### src/sv/max_heap_priority_queue_defines.svh
// Assertion macros for the max-heap priority queue.
// Included by the top level; depends on nothing else.
`ifndef MAX_HEAP_PRIORITY_QUEUE_DEFINES_SVH
`define MAX_HEAP_PRIORITY_QUEUE_DEFINES_SVH

// Consequent must hold in the same cycle as the antecedent.
`define MHPQ_ASSERT_NOW(label, clk, rst_n, ante, cons, msg) \
    label: assert property (@(posedge clk) disable iff (!rst_n) (ante) |-> (cons)) \
        else $error(msg);

// Consequent must hold in the cycle after the antecedent.
`define MHPQ_ASSERT_NEXT(label, clk, rst_n, ante, cons, msg) \
    label: assert property (@(posedge clk) disable iff (!rst_n) (ante) |=> (cons)) \
        else $error(msg);

`endif

### src/sv/mhpq_pkg.sv
// Shared types, codes and defaults for the max-heap priority queue.
// No dependencies; imported by every module of the block.
package mhpq_pkg;

    localparam int DEF_CAPACITY = 256;
    localparam int DATA_W       = 32;
    localparam int STATUS_W     = 2;
    localparam int TOTAL_W      = 9;

    // Operation codes carried in the func field.
    localparam logic FUNC_INSERT = 1'b0;
    localparam logic FUNC_DELETE = 1'b1;

    // Status codes reported with every response.
    localparam logic [STATUS_W-1:0] ST_OK    = 2'd0;
    localparam logic [STATUS_W-1:0] ST_FULL  = 2'd1;
    localparam logic [STATUS_W-1:0] ST_EMPTY = 2'd2;

    typedef struct packed {
        logic                     func;
        logic signed [DATA_W-1:0] item_value;
    } heap_in_t;

    typedef struct packed {
        logic signed [DATA_W-1:0] out_value;
        logic [STATUS_W-1:0]      status;
        logic [TOTAL_W-1:0]       entry_total;
    } heap_out_t;

endpackage

### src/sv/mhpq_engine.sv
// Heap controller: sift-up for insert and sift-down for delete over the heap RAM.
// Uses mhpq_pkg types and codes; drives mhpq_ram through its address and data ports.
module mhpq_engine #(
    parameter int CAPACITY = mhpq_pkg::DEF_CAPACITY,
    localparam int AW = $clog2(CAPACITY)
) (
    input  logic                              clk,
    input  logic                              rst_n,
    input  logic                              req_valid,
    output logic                              req_ready,
    input  mhpq_pkg::heap_in_t                req_data,
    output logic                              done,
    output mhpq_pkg::heap_out_t               result,
    input  logic                              ack,
    output logic                              wr_en,
    output logic [AW-1:0]                     wr_addr,
    output logic signed [mhpq_pkg::DATA_W-1:0] wr_data,
    output logic [AW-1:0]                     rd_addr_a,
    output logic [AW-1:0]                     rd_addr_b,
    input  logic signed [mhpq_pkg::DATA_W-1:0] rd_data_a,
    input  logic signed [mhpq_pkg::DATA_W-1:0] rd_data_b
);
    import mhpq_pkg::*;

    localparam int CW  = $clog2(CAPACITY + 1);
    localparam int CW1 = CW + 1;

    localparam logic [2:0] S_IDLE   = 3'd0;
    localparam logic [2:0] S_UP_CMP = 3'd1;
    localparam logic [2:0] S_DEL_LD = 3'd2;
    localparam logic [2:0] S_DN_CMP = 3'd3;
    localparam logic [2:0] S_PUT    = 3'd4;
    localparam logic [2:0] S_DONE   = 3'd5;

    logic [2:0]               state_reg, state_next;
    logic [CW-1:0]            count_reg, count_next;
    logic [AW-1:0]            pos_reg, pos_next;
    logic signed [DATA_W-1:0] key_reg, key_next;
    logic signed [DATA_W-1:0] res_value_reg, res_value_next;
    logic [STATUS_W-1:0]      res_status_reg, res_status_next;

    logic [CW1-1:0]           count_ext;
    logic [AW-1:0]            ins_pos;
    logic [AW-1:0]            ins_parent;
    logic [AW-1:0]            up_parent;
    logic [AW-1:0]            up_grand;
    logic [CW1-1:0]           dn_left;
    logic [CW1-1:0]           dn_right;
    logic                     take_right;
    logic [AW-1:0]            pick_idx;
    logic signed [DATA_W-1:0] pick_val;
    logic [CW1-1:0]           nx_left;
    logic [CW1-1:0]           nx_right;
    logic [CW1-1:0]           root_left;
    logic [CW1-1:0]           root_right;

    // Index arithmetic for parents and children.
    always_comb
    begin
        count_ext  = CW1'(count_reg);
        ins_pos    = count_reg[AW-1:0];
        ins_parent = (ins_pos - AW'(1)) >> 1;
        up_parent  = (pos_reg - AW'(1)) >> 1;
        up_grand   = (up_parent - AW'(1)) >> 1;
        root_left  = CW1'(1);
        root_right = CW1'(2);
        dn_left    = CW1'({pos_reg, 1'b1});
        dn_right   = dn_left + CW1'(1);
        // Right child wins only when present and strictly larger.
        take_right = (dn_right < count_ext) && (rd_data_a < rd_data_b);
        pick_idx   = take_right ? dn_right[AW-1:0] : dn_left[AW-1:0];
        pick_val   = take_right ? rd_data_b : rd_data_a;
        nx_left    = CW1'({pick_idx, 1'b1});
        nx_right   = nx_left + CW1'(1);
    end

    // Sequencer: one tree level per cycle, the hole is written as the key moves.
    always_comb
    begin
        state_next      = state_reg;
        count_next      = count_reg;
        pos_next        = pos_reg;
        key_next        = key_reg;
        res_value_next  = res_value_reg;
        res_status_next = res_status_reg;
        wr_en           = 1'b0;
        wr_addr         = pos_reg;
        wr_data         = key_reg;
        rd_addr_a       = '0;
        rd_addr_b       = '0;
        req_ready       = (state_reg == S_IDLE);
        done            = (state_reg == S_DONE);

        case (state_reg)
            S_IDLE:
            begin
                if (req_valid)
                begin
                    res_value_next  = '0;
                    res_status_next = ST_OK;
                    if (req_data.func == FUNC_INSERT)
                    begin
                        if (count_reg == CW'(CAPACITY))
                        begin
                            res_status_next = ST_FULL;
                            state_next      = S_DONE;
                        end
                        else
                        begin
                            key_next   = req_data.item_value;
                            pos_next   = ins_pos;
                            count_next = count_reg + CW'(1);
                            if (count_reg == '0)
                            begin
                                state_next = S_PUT;
                            end
                            else
                            begin
                                rd_addr_a  = ins_parent;
                                state_next = S_UP_CMP;
                            end
                        end
                    end
                    else
                    begin
                        if (count_reg == '0)
                        begin
                            res_status_next = ST_EMPTY;
                            state_next      = S_DONE;
                        end
                        else
                        begin
                            // Fetch the root and the last entry together.
                            rd_addr_a  = '0;
                            rd_addr_b  = ins_pos - AW'(1);
                            count_next = count_reg - CW'(1);
                            state_next = S_DEL_LD;
                        end
                    end
                end
            end

            S_UP_CMP:
            begin
                // Parent value is on port A; move it down if it is smaller.
                if (rd_data_a < key_reg)
                begin
                    wr_en    = 1'b1;
                    wr_data  = rd_data_a;
                    pos_next = up_parent;
                    if (up_parent == '0)
                    begin
                        state_next = S_PUT;
                    end
                    else
                    begin
                        rd_addr_a = up_grand;
                    end
                end
                else
                begin
                    state_next = S_PUT;
                end
            end

            S_DEL_LD:
            begin
                res_value_next = rd_data_a;
                key_next       = rd_data_b;
                pos_next       = '0;
                if (count_reg == '0)
                begin
                    state_next = S_DONE;
                end
                else if (root_left < count_ext)
                begin
                    rd_addr_a  = root_left[AW-1:0];
                    rd_addr_b  = root_right[AW-1:0];
                    state_next = S_DN_CMP;
                end
                else
                begin
                    state_next = S_PUT;
                end
            end

            S_DN_CMP:
            begin
                // Children of the hole are on ports A and B.
                if (key_reg < pick_val)
                begin
                    wr_en    = 1'b1;
                    wr_data  = pick_val;
                    pos_next = pick_idx;
                    if (nx_left < count_ext)
                    begin
                        rd_addr_a = nx_left[AW-1:0];
                        rd_addr_b = nx_right[AW-1:0];
                    end
                    else
                    begin
                        state_next = S_PUT;
                    end
                end
                else
                begin
                    state_next = S_PUT;
                end
            end

            S_PUT:
            begin
                wr_en      = 1'b1;
                state_next = S_DONE;
            end

            S_DONE:
            begin
                if (ack)
                begin
                    state_next = S_IDLE;
                end
            end

            default:
            begin
                state_next = S_IDLE;
            end
        endcase
    end

    // Response payload.
    always_comb
    begin
        result.out_value   = res_value_reg;
        result.status      = res_status_reg;
        result.entry_total = TOTAL_W'(count_reg);
    end

    // Control state.
    always_ff @(posedge clk or negedge rst_n)
    begin
        if (!rst_n)
        begin
            state_reg <= S_IDLE;
            count_reg <= '0;
        end
        else
        begin
            state_reg <= state_next;
            count_reg <= count_next;
        end
    end

    // Working registers.
    always_ff @(posedge clk)
    begin
        pos_reg        <= pos_next;
        key_reg        <= key_next;
        res_value_reg  <= res_value_next;
        res_status_reg <= res_status_next;
    end

endmodule

### config.mk
export PLATFORM = sky130hd
export DESIGN_NAME = mhpq_engine
export DESIGN_NICKNAME = d
export VERILOG_FILES = /design/src/sv/max_heap_priority_queue_defines.svh /design/src/sv/mhpq_pkg.sv /design/src/sv/mhpq_engine.sv
export SDC_FILE = /design/constraint.sdc
export NUM_CORES = 1
export LEC_CHECK = 0
export BUFFER_PORTS_ARGS = -buffer_cell sky130_fd_sc_hd__buf_2
export CELL_PAD_IN_SITES_DETAIL_PLACEMENT = 0
export CELL_PAD_IN_SITES_GLOBAL_PLACEMENT = 1
export CORE_MARGIN = 2
export CORE_UTILIZATION = 40
export DETAILED_ROUTE_END_ITERATION = 12
export GPL_TIMING_DRIVEN = 0
export PLACE_DENSITY_LB_ADDON = 0.1
export SLEW_MARGIN = 20
export SYNTH_ARGS = -nofsm -noshare
export SYNTH_HDL_FRONTEND = slang
export SYNTH_SLANG_ARGS = --single-unit
### constraint.sdc
create_clock -name clk -period 8.9 [get_ports clk]
set_input_delay 0.89 -clock clk [delete_from_list [all_inputs] [get_ports clk]]
set_output_delay 0.89 -clock clk [all_outputs]
set_load 0.05 [all_outputs]
Word-level counts from Yosys, hierarchy flattened
Index checks and enable logic that the tools add are counted.
Storage, ports and cells
  flip-flop bits (word level): 86
  word-level logic and storage cells: 105
  bits of input ports: 101
  output and inout port bits: 102
Cells by class
  magnitude comparators: 6
  $add $sub $neg: 7
  reduce and logical (&&, ||, !) cells: 12
  eq/ne operators: 16
  mux-type cells: 58
Operators with widths (count)
  $mux W32: 7
  $pmux W32 S2: 3
  $mux W8: 15
  $lt A32 B32 Y1: 3
  $pmux W8 S4: 2
  $mux W3: 12
  $mux W7: 4
  $mux W9: 3
  $pmux W8 S3: 1
  $pmux W3 S6: 1
  $sub A8 B1 Y8 const B: 2
  $ne A2 B2 Y1 const B: 7
  $reduce_and A4 Y1: 3
  $add A9 B1 Y10 const B: 1
  $lt A10 B9 Y1: 1
  $add A9 B1 Y9 const B: 1
  $eq A9 B9 Y1 const B: 1
  $logic_not A9 Y1: 1
  $lt A1 B9 Y1 const A: 1
  $lt A9 B9 Y1: 1
  $sub A9 B1 Y9 const B: 1
  $add A8 B1 Y8 const B: 1
  $logic_not A8 Y1: 1
  $mux W2: 4
  14 further kinds: 22

Longest topological paths before layout
  depth after elaboration: 8
  mapped depth: 28
  depth with buffers taken out: 23

Worst setup path before layout
OpenSTA, ideal clock, no wires.
  kind: input port to output port
  start point: input rd_data_b[6] in the netlist's numbering
  end point: output rd_addr_b[7]
  stages on the path: 25
  arrival: 6.928 ns
  required time: 8.010 ns
  slack: 1.082 ns
  path through: inv_1 > ha_1 > nand4_1 > o311a_1 > o41ai_2 > a31oi_1 > xnor2_1 > nor2_1 > inv_2 > clkbuf_1 > clkbuf_1 > buf_1 > a21oi_1 > ha_1 > a21o_1 > a21o_1 > a221o_1 > a221oi_1 > o211ai_1 > nand2_1 > o211a_1 > nand2_1 > or4b_1 > buf_2 > o31ai_1
Between the ends
  word-level cells in the longest chain between the ends: 7
RTL lines
  from (decl): line mhpq_engine.sv:21  | input logic signed [mhpq_pkg::DATA_W-1:0] rd_data_b
  parallel branches: the longest is 5 deep, another holds $lt A32 B32 Y1
  $mux W8 (*): line mhpq_engine.sv:190  | if (key_reg < pick_val)
  $pmux W8 S3 (*): line mhpq_engine.sv:94  | case (state_reg)
  to (decl): line mhpq_engine.sv:19  | output logic [AW-1:0] rd_addr_b,
Every way passes the cells marked *.

Worst setup path after layout
  start point: input rd_data_b[2] in the netlist's numbering
  end point: output rd_addr_b[1]
Same word-level chain as after synthesis.

==> impl_metrics.toml <==
[status]
status = "finished clean"

[sta]
min_period_ns = 8.54
finalHoldViolCount = 0
worst_slew_pin_slew_ns = 0.946
drv_slew = 0
fin_skew_ns = 0.0134
fmax_ghz = 0.117
finalSetupViolCount = 0
fin_tns_setup_ns = 0
rsz0062_at_grt = "false"
max_slew_margin_pct = 36.6
period_share_pct = 96.0
whs_ns = 0.426

[logic_synthesis]
synth_fp_nets = 1140
synth_cell_types = 62
yosysWarnings = 0
ys_seq_elements = 86
syn_inst = 923
synthArstFlopShare_pct = 14.0
synth_edf_count = 74
avgSynthCellArea_um2 = 8.90
yosys_most_used_dff = "edfxtp_1"
yosysSeqAreaShare_pct = 30.7
syn_area_um2 = 8210

[grt]
grt_pass1_wl_mm = 42.6
antenna_found_initial = 3
grt_usage_pct = 25.3
grt_pass1_vias = 7510
grt_max_degree = 33
gr-total-overflow = 0

[setup_path]
crit_type = "in -> out"
crit_path_max_fanout = 12
worstSetupEndpointType = "output pin"
cp.arrival_ns = 7.65
rrSetupSlack_ns = 2.03
cp.required_ns = 8.01
worstSetupStartpointType = "input port"

[finish]
nets = 1353
drive_above_1_share_pct = 23.4
nFillCells = 2076
area_growth_syn_to_layout_pct = 20.4
final_cells = 1412

[clock_network]
cts-root-buf = "clkbuf_16"
holdBufCountCts = 0
cts_setup_buffers = 0
h-tree-depth = 3
clock_sinks = 86
clk_latency_ns = 0.35
cts_tree = "yes"
cts_buffer_depth = 2
numCtsBuffers = 9
cts.clk_slew.worst_paths_ns = 0.06

[routing]
firstDrtPassIters = 5
vias_per_cell = 5.41
via_count = 7644
drc = 0
final_antenna_net_count = 0
route.final.wire_length_mm = 27.3
drt_iter0_markers = 335
post_drt_wl_per_cell_um = 19.3

[placement]
numPortBuffers = 202
hpwl_mm = 21.5
globalplace.congestion = 0.913
dp.cells = 1396

[flow_run]
drv_cap = 0

[floorplanning]
die_area_um2 = 21700
core_area_um2 = 20200
start_util_pct = 40.7
row_count = 52
ios = 203
die_h_um = 147
die_w_um = 147

[hold_path]
worstHoldPathType = "in -> async"

[pwr]
cellPowerDensity_nw_per_um2 = 405
vdd_ir_drop_max_mv = 0.189
p_leak_nw = 4.59
-- cell type report --
cell class / instances / area (um^2) / share of cell area (%)
flip-flops and latches: 86 / 2520 / 25.5
repair buffers: 203 / 1040 / 10.5
inverters: 90 / 338 / 3.42
clock inverters: 4 / 48.8 / 0.494
plain buffers: 46 / 185 / 1.87
diodes: 2 / 5.00 / 0.0506
clock buffers: 11 / 233 / 2.35
multi-input cells: 700 / 5180 / 52.4
well taps: 270 / 338 / 3.42
-- synth_stat cells (3+ instances only) --
cell         n  area, um^2
a211o_1      6        52.6
xor2_1      12         105
o21a_1       3        22.5
edfxtp_1    74        2220
clkbuf_1    39         146
a21o_1      25         188
mux2_2      33         372
and3_1       3        18.8
mux2i_1     10         100
o221ai_1    38         333
nand2_1     79         297
a21oi_1     72         360
xnor2_1     27         236
nor4_1       7        43.8
dfrtp_1     12         300
or3_1        6        37.5
nand4_1     14        87.6
o22ai_1      6        37.5
o211ai_1     4        30.0
a22o_1       6        52.6
nor2_1      75         282
nand2b_1     9        56.3
nor2b_1      4        25.0
buf_1        6        22.5
and4_1       3        26.3
o22a_1       3        26.3
o2111ai_1    4        35.0
a31oi_1      8        50.1
nand3_1     20         100
o31ai_1      3        22.5
inv_1       89         334
o21ai_0     21         105
ha_1       116        1450
nor3_1      11        55.1
and2_1      33         206
a211oi_1     4        30.0
or2_2        4        25.0
-- cell usage in the layout (no fill, tap or decap), types with 4 or more instances in the layout --
cell type	n
nor4_1	7
o2111ai_1	4
xor2_1	12
a211oi_1	4
inv_1	89
nand4_1	14
buf_2	205
dfrtp_1	12
o211ai_1	4
edfxtp_1	74
o21ai_0	21
ha_1	116
clkbuf_1	39
a31oi_1	8
xnor2_1	27
a22o_1	6
o22ai_1	6
clkbuf_16	9
and2_1	33
nand2_1	79
nor2_1	73
nand3_1	20
nand2b_1	9
o221ai_1	38
a211o_1	6
nor2b_1	4
or3_1	6
a21o_1	25
buf_1	4
mux2_2	33
nor3_1	11
mux2i_1	10
a21oi_1	72
or2_2	4
-- power by group --
part	switching, mW	internal (mW)	total, mW
registers	0.100	0.638	0.738
clock network	0.165	0.216	0.381
logic	2.04	0.846	2.88
-- kinds of logic after synthesis --
family / share of synthesized area, %
AO/OA/AOI/OAI: 19.2
XOR/XNOR: 4.16
adder cells (fa/ha/maj): 17.7
buffers and inverters: 6.37
flip-flops: 30.7
multiplexers: 5.74
AND/OR/NAND/NOR: 16.2
-- metal layers --
layer / wire, um / GRT usage (%)
met3: 1460 / 4.29
met1: 12500 / 34.1
met2: 12900 / 41.9
met5: 13 / 0
met4: 531 / 6.92
-- worst max-delay path, stage by stage --
cell and delay [ns]:
buf_2 0.10, inv_1 0.06, ha_1 0.31, a211o_1 0.12, a31oi_1 0.05, o311a_1 0.35, o41ai_2 0.47, a31oi_1 0.19
xnor2_1 0.43, nor2_2 0.18, inv_2 0.28, clkbuf_2 0.37, buf_2 0.33, a21oi_1 0.14, ha_1 0.30, a21o_1 0.18
a21o_1 0.17, a221o_1 0.32, a221oi_1 0.42, o211ai_1 0.24, nand2_1 0.12, o211a_1 0.25, nand2_1 0.09, or4b_1 0.47
buf_2 0.20, buf_6 0.17, o221ai_2 0.16, buf_2 0.29
-- what timing repair did --
action | 4_1_cts | 5_1_grt
gates cloned | 0 | 0
endpoints found under the setup margin | 45 | 45
resized for setup | 3 | 1
-- worst paths after layout --
path                                   start            to  depth (start not counted)
worst max-delay path            rd_data_b[2]  rd_addr_b[1]                         28
worst min-delay path                   rst_n  count_reg[7]                          1
worst max register to register    wr_addr[2]    wr_addr[1]                         24
worst min register to register  count_reg[5]  count_reg[5]                          1
max in group asynchronous              rst_n  state_reg[1]                          1
min in group clk                count_reg[5]  count_reg[5]                          1
-- per-stage QoR --
stage          area (um^2)  worst slack (ns)  utilization, %  total power, mW
6_report              9890             0.356            49.0             4.00
4_1_cts               9880            0.0120            49.0             4.01
3_5_place_dp          9600            -0.500            47.6             3.61
3_3_place_gp          9560            -0.459            47.4             3.60
2_1_floorplan         8210              1.08               -             2.82
5_1_grt               9880            0.0599            49.0             4.30
(Power assumes the default switching activity.)
